===== src/rtl/scq_pkg.sv =====
package scq_pkg;

	localparam int DEPTH_DEF = 16;
	localparam int KEY_W     = 32;
	localparam int TAG_W     = 32;
	localparam int OP_W      = 3;
	localparam int STATUS_W  = 2;
	localparam int IN_W      = OP_W + KEY_W + TAG_W + 1;
	localparam int IN_TW     = ((IN_W + 7) / 8) * 8;

	localparam logic [OP_W-1:0] OP_PUSH   = 3'd0;
	localparam logic [OP_W-1:0] OP_POP    = 3'd1;
	localparam logic [OP_W-1:0] OP_CLEAR  = 3'd2;
	localparam logic [OP_W-1:0] OP_LOOKUP = 3'd3;
	localparam logic [OP_W-1:0] OP_SET    = 3'd4;

	localparam logic [STATUS_W-1:0] ST_OK      = 2'd0;
	localparam logic [STATUS_W-1:0] ST_EMPTY   = 2'd1;
	localparam logic [STATUS_W-1:0] ST_MISSING = 2'd2;
	localparam logic [STATUS_W-1:0] ST_FULL    = 2'd3;

	typedef struct packed {
		logic [KEY_W-1:0] key;
		logic [TAG_W-1:0] tag;
		logic             flag;
	} entry_t;

	typedef struct packed {
		logic rotate;
		logic load;
	} cell_ctrl_t;

	typedef enum logic [1:0] {
		S_IDLE,
		S_SEARCH,
		S_DONE
	} state_t;

endpackage


===== src/rtl/scq_cell.sv =====
module scq_cell (
	input  logic                clk,
	input  scq_pkg::cell_ctrl_t ctl,
	input  scq_pkg::entry_t     nxt,
	input  scq_pkg::entry_t     wr,
	output scq_pkg::entry_t     ent
);

	scq_pkg::entry_t ent_q;

	always_ff @(posedge clk) begin
		if (ctl.load) begin
			ent_q <= wr;
		end else if (ctl.rotate) begin
			ent_q <= nxt;
		end
	end

	assign ent = ent_q;

endmodule


===== src/rtl/searchable_circular_queue.sv =====
// Push, pop, clear and unused codes: result registered when the transaction is taken.
// Lookup and set expanded: the sequencer steps through its search state and then its done
// state, where the result is registered; during the search the entry ring rotates once, one
// cell per cycle, past the single key comparator at the front cell.
// One operation at a time; the next transaction is taken once the result is out or leaving.
// arst_n clears the entry count, the sequencer and the output valid; entry contents are kept.
module searchable_circular_queue #(
	parameter int DEPTH = scq_pkg::DEPTH_DEF,
	localparam int CW = $clog2(DEPTH + 1),
	localparam int OUT_W = scq_pkg::STATUS_W + scq_pkg::TAG_W + 1 + CW + scq_pkg::KEY_W,
	localparam int OUT_TW = ((OUT_W + 7) / 8) * 8
) (
	input  logic                      clk,
	input  logic                      arst_n,
	input  logic                      s_tvalid,
	output logic                      s_tready,
	// operation, key_value, tag_in, expanded_in
	input  logic [scq_pkg::IN_TW-1:0] s_tdata,
	output logic                      m_tvalid,
	input  logic                      m_tready,
	// status, found_tag, found_expanded, entry_count, front_key
	output logic [OUT_TW-1:0]         m_tdata
);

	localparam int IW = $clog2(DEPTH);

	logic [scq_pkg::OP_W-1:0]  op_in;
	logic [scq_pkg::KEY_W-1:0] key_in;
	logic [scq_pkg::TAG_W-1:0] tag_in;
	logic                      exp_in;

	assign op_in  = s_tdata[scq_pkg::OP_W-1:0];
	assign key_in = s_tdata[scq_pkg::OP_W +: scq_pkg::KEY_W];
	assign tag_in = s_tdata[scq_pkg::OP_W + scq_pkg::KEY_W +: scq_pkg::TAG_W];
	assign exp_in = s_tdata[scq_pkg::OP_W + scq_pkg::KEY_W + scq_pkg::TAG_W];

	scq_pkg::state_t state_q, state_d;
	logic [CW-1:0]   cnt_q, cnt_d;
	logic [IW-1:0]   k_q;
	logic            found_q;
	logic            set_q;
	logic            nflag_q;
	logic [scq_pkg::KEY_W-1:0] skey_q;
	logic [scq_pkg::TAG_W-1:0] ftag_q;
	logic            fflag_q;
	logic            m_tvalid_q;
	logic [OUT_TW-1:0] m_data_q;

	scq_pkg::entry_t    cells [DEPTH];
	scq_pkg::entry_t    ring  [DEPTH];
	scq_pkg::cell_ctrl_t ctl  [DEPTH];
	scq_pkg::entry_t    wr_e;
	scq_pkg::entry_t    fb;

	logic acc;
	logic rot;
	logic push_go;
	logic hit;
	logic out_load;
	logic [scq_pkg::STATUS_W-1:0] o_status;
	logic [scq_pkg::TAG_W-1:0]    o_tag;
	logic                         o_flag;
	logic [scq_pkg::KEY_W-1:0]    o_front;

	assign s_tready = (state_q == scq_pkg::S_IDLE) && (!m_tvalid_q || m_tready);
	assign acc      = s_tvalid && s_tready;

	assign wr_e.key  = key_in;
	assign wr_e.tag  = tag_in;
	assign wr_e.flag = exp_in;

	assign hit = (state_q == scq_pkg::S_SEARCH) && !found_q && (CW'(k_q) < cnt_q)
		&& (cells[0].key == skey_q);

	always_comb begin
		fb = cells[0];
		if (hit && set_q) begin
			fb.flag = nflag_q;
		end
	end

	for (genvar i = 0; i < DEPTH; i++) begin : g_cell
		if (i < DEPTH - 1) begin : g_mid
			assign ring[i] = cells[i + 1];
		end else begin : g_last
			assign ring[i] = fb;
		end
		assign ctl[i].rotate = rot;
		assign ctl[i].load   = push_go && (cnt_q == CW'(i));
		scq_cell u_cell (
			.clk (clk),
			.ctl (ctl[i]),
			.nxt (ring[i]),
			.wr  (wr_e),
			.ent (cells[i])
		);
	end

	always_comb begin
		state_d  = state_q;
		cnt_d    = cnt_q;
		rot      = 1'b0;
		push_go  = 1'b0;
		out_load = 1'b0;
		o_status = scq_pkg::ST_OK;
		o_tag    = '0;
		o_flag   = 1'b0;
		o_front  = (cnt_q != '0) ? cells[0].key : '0;
		unique case (state_q)
			scq_pkg::S_IDLE: begin
				if (acc) begin
					unique case (op_in)
						scq_pkg::OP_PUSH: begin
							out_load = 1'b1;
							if (cnt_q == CW'(DEPTH)) begin
								o_status = scq_pkg::ST_FULL;
							end else begin
								push_go = 1'b1;
								cnt_d   = cnt_q + 1'b1;
								if (cnt_q == '0) begin
									o_front = key_in;
								end
							end
						end
						scq_pkg::OP_POP: begin
							out_load = 1'b1;
							if (cnt_q == '0) begin
								o_status = scq_pkg::ST_EMPTY;
							end else begin
								rot     = 1'b1;
								cnt_d   = cnt_q - 1'b1;
								o_front = (cnt_q > CW'(1)) ? cells[1].key : '0;
							end
						end
						scq_pkg::OP_CLEAR: begin
							out_load = 1'b1;
							cnt_d    = '0;
							o_front  = '0;
						end
						scq_pkg::OP_LOOKUP, scq_pkg::OP_SET: begin
							state_d = scq_pkg::S_SEARCH;
						end
						default: begin
							out_load = 1'b1;
						end
					endcase
				end
			end
			scq_pkg::S_SEARCH: begin
				rot = 1'b1;
				if (k_q == IW'(DEPTH - 1)) begin
					state_d = scq_pkg::S_DONE;
				end
			end
			scq_pkg::S_DONE: begin
				out_load = 1'b1;
				state_d  = scq_pkg::S_IDLE;
				o_status = found_q ? scq_pkg::ST_OK : scq_pkg::ST_MISSING;
				if (found_q && !set_q) begin
					o_tag  = ftag_q;
					o_flag = fflag_q;
				end
			end
			default: begin
				state_d = scq_pkg::S_IDLE;
			end
		endcase
	end

	always_ff @(posedge clk or negedge arst_n) begin
		if (!arst_n) begin
			state_q    <= scq_pkg::S_IDLE;
			cnt_q      <= '0;
			k_q        <= '0;
			found_q    <= 1'b0;
			m_tvalid_q <= 1'b0;
		end else begin
			state_q <= state_d;
			cnt_q   <= cnt_d;
			if (acc) begin
				k_q     <= '0;
				found_q <= 1'b0;
			end else if (state_q == scq_pkg::S_SEARCH) begin
				k_q <= k_q + 1'b1;
				if (hit) begin
					found_q <= 1'b1;
				end
			end
			if (out_load) begin
				m_tvalid_q <= 1'b1;
			end else if (m_tready) begin
				m_tvalid_q <= 1'b0;
			end
		end
	end

	always_ff @(posedge clk) begin
		if (acc) begin
			skey_q  <= key_in;
			set_q   <= (op_in == scq_pkg::OP_SET);
			nflag_q <= exp_in;
		end
		if (hit) begin
			ftag_q  <= cells[0].tag;
			fflag_q <= cells[0].flag;
		end
		if (out_load) begin
			m_data_q <= OUT_TW'({o_front, cnt_d, o_flag, o_tag, o_status});
		end
	end

	assign m_tvalid = m_tvalid_q;
	assign m_tdata  = m_data_q;

endmodule


===== config.mk =====
export PLATFORM = sky130hd
export DESIGN_NAME = searchable_circular_queue
export DESIGN_NICKNAME = d
export VERILOG_FILES = /design/src/rtl/scq_pkg.sv /design/src/rtl/scq_cell.sv /design/src/rtl/searchable_circular_queue.sv
export SDC_FILE = /design/constraint.sdc
export NUM_CORES = 1
export LEC_CHECK = 0
export BUFFER_PORTS_ARGS = -buffer_cell sky130_fd_sc_hd__buf_2
export CAP_MARGIN = 20
export CELL_PAD_IN_SITES_DETAIL_PLACEMENT = 1
export CELL_PAD_IN_SITES_GLOBAL_PLACEMENT = 1
export CORE_ASPECT_RATIO = 1.1
export CORE_UTILIZATION = 28
export CTS_CLUSTER_SIZE = 25
export DETAILED_ROUTE_END_ITERATION = 16
export HOLD_SLACK_MARGIN = 0.02
export PLACE_DENSITY_LB_ADDON = 0.2
export SYNTH_ARGS = -nofsm -noshare
export SYNTH_HDL_FRONTEND = slang
export SYNTH_SLANG_ARGS = --single-unit

===== constraint.sdc =====
create_clock -name clk -period 8.8 [get_ports clk]
set_input_delay 0.88 -clock clk [delete_from_list [all_inputs] [get_ports clk]]
set_output_delay 0.88 -clock clk [all_outputs]
set_load 0.05 [all_outputs]

Word level (Yosys, flattened, before mapping)
Cells that the tools add are included.
{"block": "word_totals", "reg_bits": 1192, "latchBits": 0, "ram_bits": 0, "mem_bits_ro": 0, "in_bits": 76, "out_inout_bits": 74, "word_cells": 220, "mem_count": 0}
{"block": "classes", "add_sub_neg": 3, "multipliers": 0, "div_mod_pow": 0, "n_lt_le_gt_ge": 2, "n_eq_ne": 27, "shift": 0, "n_mux": 74, "bitwise_logic": 0, "n_reduce_logical": 54}
{"operator": "$mux 65", "n": 32}
{"operator": "$mux 32", "n": 7}
{"operator": "$pmux 32 s3", "n": 1}
{"operator": "$eq 5x4->1 const B", "n": 8}
{"operator": "$reduce_bool 2->1", "n": 19}
{"operator": "$eq 32x32->1", "n": 1}
{"operator": "$logic_and 1x1->1", "n": 23}
{"operator": "$eq 5x3->1 const B", "n": 4}
{"operator": "$mux 5", "n": 4}
{"operator": "$mux 1", "n": 16}
{"operator": "$pmux 5 s3", "n": 1}
{"operator": "$mux 2", "n": 6}
{"operator": "$pmux 2 s2", "n": 3}
{"operator": "$eq 5x2->1 const B", "n": 2}
{"operator": "$mux 4", "n": 2}
{"operator": "$eq 3x2->1 const B", "n": 2}
{"operator": "$add 5x1->5 const B", "n": 1}
{"operator": "$eq 5x1->1 const B", "n": 1}
{"operator": "$eq 5x5->1 const B", "n": 1}
{"operator": "$gt 5x1->1 const B", "n": 1}
{"operator": "$logic_not 5->1", "n": 1}
{"operator": "$lt 4x5->1", "n": 1}
{"operator": "$reduce_bool 5->1", "n": 1}
{"operator": "$sub 5x1->5 const B", "n": 1}
{"operator": "16 further kinds", "n": 21}

Logic depth before layout (Yosys ltp)
{"block": "logic_depth", "depth_word": 8, "mapped_depth": 9, "mapped_depth_nobuf": 7}

Hierarchy
Synthesis repeated with hierarchy kept, for this count alone.
{"block": "hier_totals", "hier_cells": 2656, "hier_area_um2": 53102.2}
{"mod": "scq_cell", "instances": 16, "cells_each": 138, "area_per_inst_um2": 2902.8, "seq_area_each_um2": 1951.9}
{"mod": "searchable_circular_queue", "instances": 1, "cells_each": 448, "area_per_inst_um2": 6657.6, "seq_area_each_um2": 4499.3}

Worst setup path before layout
No wires, ideal clock.
{"block": "synth_path", "kind": "input to register", "from": "input s_tdata[1] in the netlist's numbering", "to": "register g_cell[6].u_cell.ent_q, in the netlist g_cell[6].u_cell.ent[0], enable pin", "setup_ns": 0.578, "arrival_ns": 6.532, "required_time_ns": 8.222, "slack_ns": 1.690, "path_stages": 6, "n_path_buf": 2, "cell_sequence": "clkbuf_1 or3_1 clkbuf_1 nor3_2 nand2_1 o21ai_0"}
{"block": "synth_via", "elab_chain_len": 6, "elab_cells_between_ends": 10, "classes_between": "eq/ne (1); mux (6); reduce/logical (3)"}
{"item": "start, declared", "line": "searchable_circular_queue.sv:18", "rtl": "input logic [scq_pkg::IN_TW-1:0] s_tdata,"}
{"item": "parallel branches: the longest is 5 deep, another holds $eq 3x1->1"}
{"item": "$reduce_bool 2->1 (no source line) *"}
{"item": "end signal, assigned", "line": "scq_cell.sv:13", "rtl": "ent_q <= wr;"}
{"item": "end signal, assigned", "line": "scq_cell.sv:15", "rtl": "ent_q <= nxt;"}
{"item": "end, declared", "line": "scq_cell.sv:9", "rtl": "scq_pkg::entry_t ent_q;"}
Mark *: on every way between the ends.
A chain may end at the register's enable or synchronous reset.

Worst setup path after layout
{"block": "layout_path", "from": "register m_tvalid_q, in the netlist m_tvalid", "to": "register g_cell[10].u_cell.ent_q, in the netlist g_cell[10].u_cell.ent[49] (data pin)"}
{"block": "layout_via", "elab_chain_len": 8}
{"item": "start, declared", "line": "searchable_circular_queue.sv:46", "rtl": "logic m_tvalid_q;"}
{"item": "start signal, assigned", "line": "searchable_circular_queue.sv:176", "rtl": "m_tvalid_q <= 1'b0;"}
{"item": "start signal, assigned", "line": "searchable_circular_queue.sv:190", "rtl": "m_tvalid_q <= 1'b1;"}
{"item": "start signal, assigned", "line": "searchable_circular_queue.sv:192", "rtl": "m_tvalid_q <= 1'b0;"}
{"item": "$logic_not 1->1", "line": "searchable_circular_queue.sv:65", "rtl": "assign s_tready = (state_q == scq_pkg::S_IDLE) && (!m_tvalid_q || m_tready);"}
{"item": "$logic_or 1x1->1", "line": "searchable_circular_queue.sv:65"}
{"item": "$logic_and 1x1->1", "line": "searchable_circular_queue.sv:65"}
{"item": "$logic_and 1x1->1", "line": "searchable_circular_queue.sv:66", "rtl": "assign acc = s_tvalid && s_tready;"}
{"item": "$mux 1", "line": "searchable_circular_queue.sv:111", "rtl": "if (acc) begin"}
{"item": "$mux 1", "line": "searchable_circular_queue.sv:109", "rtl": "unique case (state_q)"}
{"item": "$logic_and 1x1->1", "line": "searchable_circular_queue.sv:89", "rtl": "assign ctl[i].load = push_go && (cnt_q == CW'(i));"}
{"item": "$mux 65", "line": "scq_cell.sv:12", "rtl": "if (ctl.load) begin"}
{"item": "end signal, assigned", "line": "scq_cell.sv:13"}
{"item": "end signal, assigned", "line": "scq_cell.sv:15"}
{"item": "end, declared", "line": "scq_cell.sv:9"}
Every way passes these cells.

==> metrics.txt <==
# TYPE chip_impl_metric gauge
chip_impl_metric{name="cts_buffer_depth",unit=""} 3
chip_impl_info{name="synth_top_cell_by_area",value="sky130_fd_sc_hd__edfxtp_1"} 1
chip_impl_metric{name="drtAntennaViolNets",unit=""} 0
chip_impl_metric{name="timing.critical_path.fanout_max",unit=""} 41
chip_impl_metric{name="placed_cells",unit=""} 5176
chip_impl_metric{name="antenna_found_initial",unit=""} 23
chip_impl_metric{name="grt_first_pass_wirelength",unit="um"} 210000
chip_impl_metric{name="final.period_utilization",unit="%"} 53.6
chip_impl_metric{name="routed-via-count",unit=""} 25900
chip_impl_metric{name="core",unit="um^2"} 179000
chip_impl_metric{name="synth_enable_flop_cells",unit=""} 1179
chip_impl_metric{name="synthCells",unit=""} 2781
chip_impl_info{name="crit_path_top_delay_cell",value="sky130_fd_sc_hd__nor2_4"} 1
chip_impl_metric{name="first_global_vias",unit=""} 28700
chip_impl_metric{name="worst_path_largest_cell_delay",unit="ps"} 1000
chip_impl_metric{name="finalCriticalPeriod",unit="ps"} 4710
chip_impl_metric{name="synth.lib_cells_used.distinct",unit=""} 41
chip_impl_metric{name="hpwlAfterDp",unit="um"} 79200
chip_impl_metric{name="placementRows",unit=""} 163
chip_impl_info{name="synth_top_cells_by_count",value="1179 x sky130_fd_sc_hd__edfxtp_1, 1038 x sky130_fd_sc_hd__mux2_2, 94 x sky130_fd_sc_hd__clkbuf_1"} 1
chip_impl_metric{name="drt_iter0_drc",unit=""} 1916
chip_impl_metric{name="remaining_drc_errors",unit=""} 0
chip_impl_metric{name="final-instance-count-excl-fill",unit=""} 5428
chip_impl_metric{name="die_height",unit="um"} 448
chip_impl_info{name="hold_path.startpoint",value="g_cell[0].u_cell.ent[4]"} 1
chip_impl_metric{name="syn_area_per_cell",unit="um^2"} 18.2
chip_impl_metric{name="die_width",unit="um"} 407
chip_impl_metric{name="max-slew-margin-rel",unit="%"} 25.8
chip_impl_metric{name="hold_viol",unit=""} 0
chip_impl_metric{name="synth_largest_type_area_fraction",unit="%"} 69.9
chip_impl_metric{name="finalSetupViolations",unit=""} 0
chip_impl_info{name="grt_setup_unrepaired",value="false"} 1
chip_impl_metric{name="clk_transition_reported_paths",unit="ps"} 60
chip_impl_info{name="critPathCaptureType",value="flop"} 1
chip_impl_metric{name="totalWireLength",unit="um"} 144000
chip_impl_info{name="run_status",value="completed"} 1
chip_impl_info{name="rr_startpoint",value="m_tvalid"} 1
chip_impl_metric{name="tritoncts_num_sinks",unit=""} 1192
chip_impl_metric{name="fillCellCount",unit=""} 18100
chip_impl_metric{name="post_synth_instance_area",unit="um^2"} 50600
chip_impl_info{name="tritoncts",value="yes"} 1
chip_impl_metric{name="grtUsageTotal",unit="%"} 15.8
chip_impl_info{name="timing.critical_path.from_type",value="flop"} 1
chip_impl_metric{name="place_congestion",unit=""} 0.782
chip_impl_metric{name="syn-num-nets",unit=""} 2867
chip_impl_metric{name="relative_area_change_from_synthesis_to_final_layout",unit="%"} 15.3
chip_impl_info{name="timing_worst_setup_path_type",value="reg2reg"} 1
chip_impl_metric{name="power_leakage",unit="nW"} 19.5
chip_impl_metric{name="h_tree_lvls",unit=""} 4
chip_impl_metric{name="grt_overflow",unit=""} 0
chip_impl_metric{name="arrival",unit="ps"} 5220
chip_impl_metric{name="max-cap-violations",unit=""} 0
chip_impl_metric{name="clock_latency_late_sink",unit="ps"} 770
chip_impl_info{name="startpoint",value="m_tvalid"} 1
chip_impl_metric{name="final-max-slew-violation-count",unit=""} 0
chip_impl_info{name="worst_hold_path_type",value="reg2reg"} 1
chip_impl_metric{name="total_area_of_multi_input_combinational_cells",unit="um^2"} 14100
chip_impl_info{name="postSynth.topFlopCell",value="sky130_fd_sc_hd__edfxtp_1"} 1
chip_impl_metric{name="synthArstFlopShare",unit="%"} 1.09
chip_impl_metric{name="worstMarginPinSlew",unit="ps"} 1110
chip_impl_metric{name="fin_setup_tns",unit="ps"} 0
chip_impl_info{name="biggest_area_contributors_in_the_synthesized_netlist",value="sky130_fd_sc_hd__edfxtp_1 70%, sky130_fd_sc_hd__mux2_2 23%, sky130_fd_sc_hd__buf_4 0.93%"} 1
chip_impl_metric{name="finalCoreUtilization",unit="%"} 32.5
chip_impl_metric{name="timing.critical_path.required",unit="ps"} 9310
chip_impl_metric{name="post_route_cells_drive_above_1_share",unit="%"} 48.4
chip_impl_metric{name="p_total",unit="mW"} 21.8
chip_impl_metric{name="maximum_number_of_pins_on_one_net_before_global_route_repair",unit=""} 62
chip_impl_metric{name="routedWlPerCell",unit="um"} 26.5
chip_impl_metric{name="final.setup_skew",unit="ps"} 32.6
chip_impl_info{name="yosys.cell_count.top_type",value="sky130_fd_sc_hd__edfxtp_1"} 1
chip_impl_metric{name="fmaxAchievable",unit="MHz"} 212
chip_impl_metric{name="vias_per_cell",unit=""} 4.77
chip_impl_metric{name="boundaryPins",unit=""} 150
chip_impl_metric{name="synth_seq_cells",unit=""} 1192
chip_impl_info{name="worst_path_cell_trace",value="nand2b_1 > nand3_1 > nor3_2 > nand2_1 > nor2_4 > buf_4 > mux2_2"} 1
chip_impl_metric{name="cts_setup_buffers",unit=""} 0
chip_impl_metric{name="sequential_cell_area",unit="um^2"} 35700
chip_impl_metric{name="floorplan.die_area",unit="um^2"} 183000
chip_impl_metric{name="port_buffers",unit=""} 145
chip_impl_metric{name="finish.net_count",unit=""} 3012
chip_impl_metric{name="seq_area_frac_synth",unit="%"} 70.6
chip_impl_metric{name="cts-buffers-inserted",unit=""} 139
chip_impl_metric{name="detailedRoute.firstPassIterationCount",unit=""} 5
chip_impl_info{name="clk_root_buffer_cell",value="sky130_fd_sc_hd__clkbuf_16"} 1
chip_impl_metric{name="hold-worst-slack",unit="ps"} 444
chip_impl_metric{name="start_util",unit="%"} 28.2
chip_impl_metric{name="power.ir.vdd_worst",unit="mV"} 0.247
chip_impl_metric{name="power_density",unit="nW/um^2"} 374
chip_impl_metric{name="synthesis.yosys.warnings",unit=""} 0
## power breakdown
| part | internal, mW | switching, mW | total, mW |
|---|---|---|---|
| clock | 3.14 | 2.40 | 5.54 |
| sequential | 10.3 | 0.904 | 11.2 |
| combinational | 2.09 | 2.97 | 5.07 |
## kinds of logic (layout without fill, tap and decap cells)
logic type	Yosys count	after routing	synth area share [%]
muxes	1039	1039	23.1
xor gates and xnor gates	35	35	0.606
other	0	4	0
AOI/OAI and AO/OA	127	127	1.56
buffers and inverters	216	467	2.26
and+or+nand+nor	162	162	1.64
DFF	1192	1192	70.6
adders and majority gates	10	10	0.247
## through the flow
stage               area, um^2  setup WS [ps]
finish                   58400           4090
global route             58400           3900
CTS                      58400           4010
detailed placement       54100           3400
global placement         54000           3440
floorplan                50600           1690
## sequential cells by signal, indices dropped and copies added (netlist names), 2 cells and up
| signal | flops |
|---|---|
| skey_q | 32 |
| m_tdata | 72 |
| state_q | 2 |
| g_cell.u_cell.ent | 1040 |
| ftag_q | 32 |
| k_q | 4 |
| cnt_q | 5 |
## worst max-delay path, delay by kind of cell (launching register included)
family | cells | cell delay (ps)
flops | 1 | 390
simple gates | 5 | 2730
mux | 1 | 410
buf+inv | 1 | 870
## timing repair
item	CTS	global route
gates resized for setup	0	0
hold buffers	1	0
hold endpoints to repair	13	0
## worst paths after layout
check / end / slack (ps) / depth (start not counted)
worst max-delay path: g_cell[10].u_cell.ent[49] / 4090 / 7
worst min-delay path: ftag_q[3] / 440 / 0
worst max register to register: g_cell[10].u_cell.ent[49] / 4090 / 7
worst min register to register: ftag_q[3] / 440 / 0
max in group asynchronous: cnt_q[1] / 7910 / 2
min in group asynchronous: state_q[1] / 580 / 2
## final cells by class
| class | instances | share of cell area [%] |
|---|---|---|
| sequential | 1192 | 61.2 |
| multi-input combinational | 1373 | 24.1 |
| clock buffer | 169 | 6.26 |
| tap | 2392 | 5.13 |
| timing repair buffer | 210 | 2.18 |
| clock inverter | 78 | 1.07 |
| inverter | 10 | 0.0643 |
| antenna | 4 | 0.0171 |
## per-layer routing
layer	wire length, um	share of wire (%)	track usage, %	vias to the layer above
li1	-	-	-	11100
met1	65100	45	21.3	14000
met2	68400	48	25.8	556
met3	7050	4.9	3.44	223
met4	3290	2.3	4.25	20
met5	121	0.084	0	-
## layout by cell type, fill, tap and decap left out, types with 4 or more instances in the layout
cell	n
sky130_fd_sc_hd__buf_2	145
sky130_fd_sc_hd__a21oi_1	24
sky130_fd_sc_hd__buf_4	60
sky130_fd_sc_hd__mux2_2	1038
sky130_fd_sc_hd__inv_6	7
sky130_fd_sc_hd__clkbuf_16	142
sky130_fd_sc_hd__clkbuf_1	27
sky130_fd_sc_hd__nand2b_1	5
sky130_fd_sc_hd__nor2_4	11
sky130_fd_sc_hd__edfxtp_1	1179
sky130_fd_sc_hd__ha_1	10
sky130_fd_sc_hd__nor4_1	4
sky130_fd_sc_hd__bufinv_16	6
sky130_fd_sc_hd__nand3_1	9
sky130_fd_sc_hd__o21ai_4	11
sky130_fd_sc_hd__xnor2_1	20
sky130_fd_sc_hd__clkinv_8	5
sky130_fd_sc_hd__o22ai_1	21
sky130_fd_sc_hd__nor2_1	12
sky130_fd_sc_hd__nand2_1	51
sky130_fd_sc_hd__inv_1	9
sky130_fd_sc_hd__nand2b_4	5
sky130_fd_sc_hd__clkinv_2	17
sky130_fd_sc_hd__clkinv_1	39
sky130_fd_sc_hd__o21ai_0	23
sky130_fd_sc_hd__diode_2	4
sky130_fd_sc_hd__nand4_1	5
sky130_fd_sc_hd__xor2_1	15
sky130_fd_sc_hd__and2_1	36
sky130_fd_sc_hd__a22oi_1	32
sky130_fd_sc_hd__dfrtp_1	13
Power figures use the tool's default switching activity.
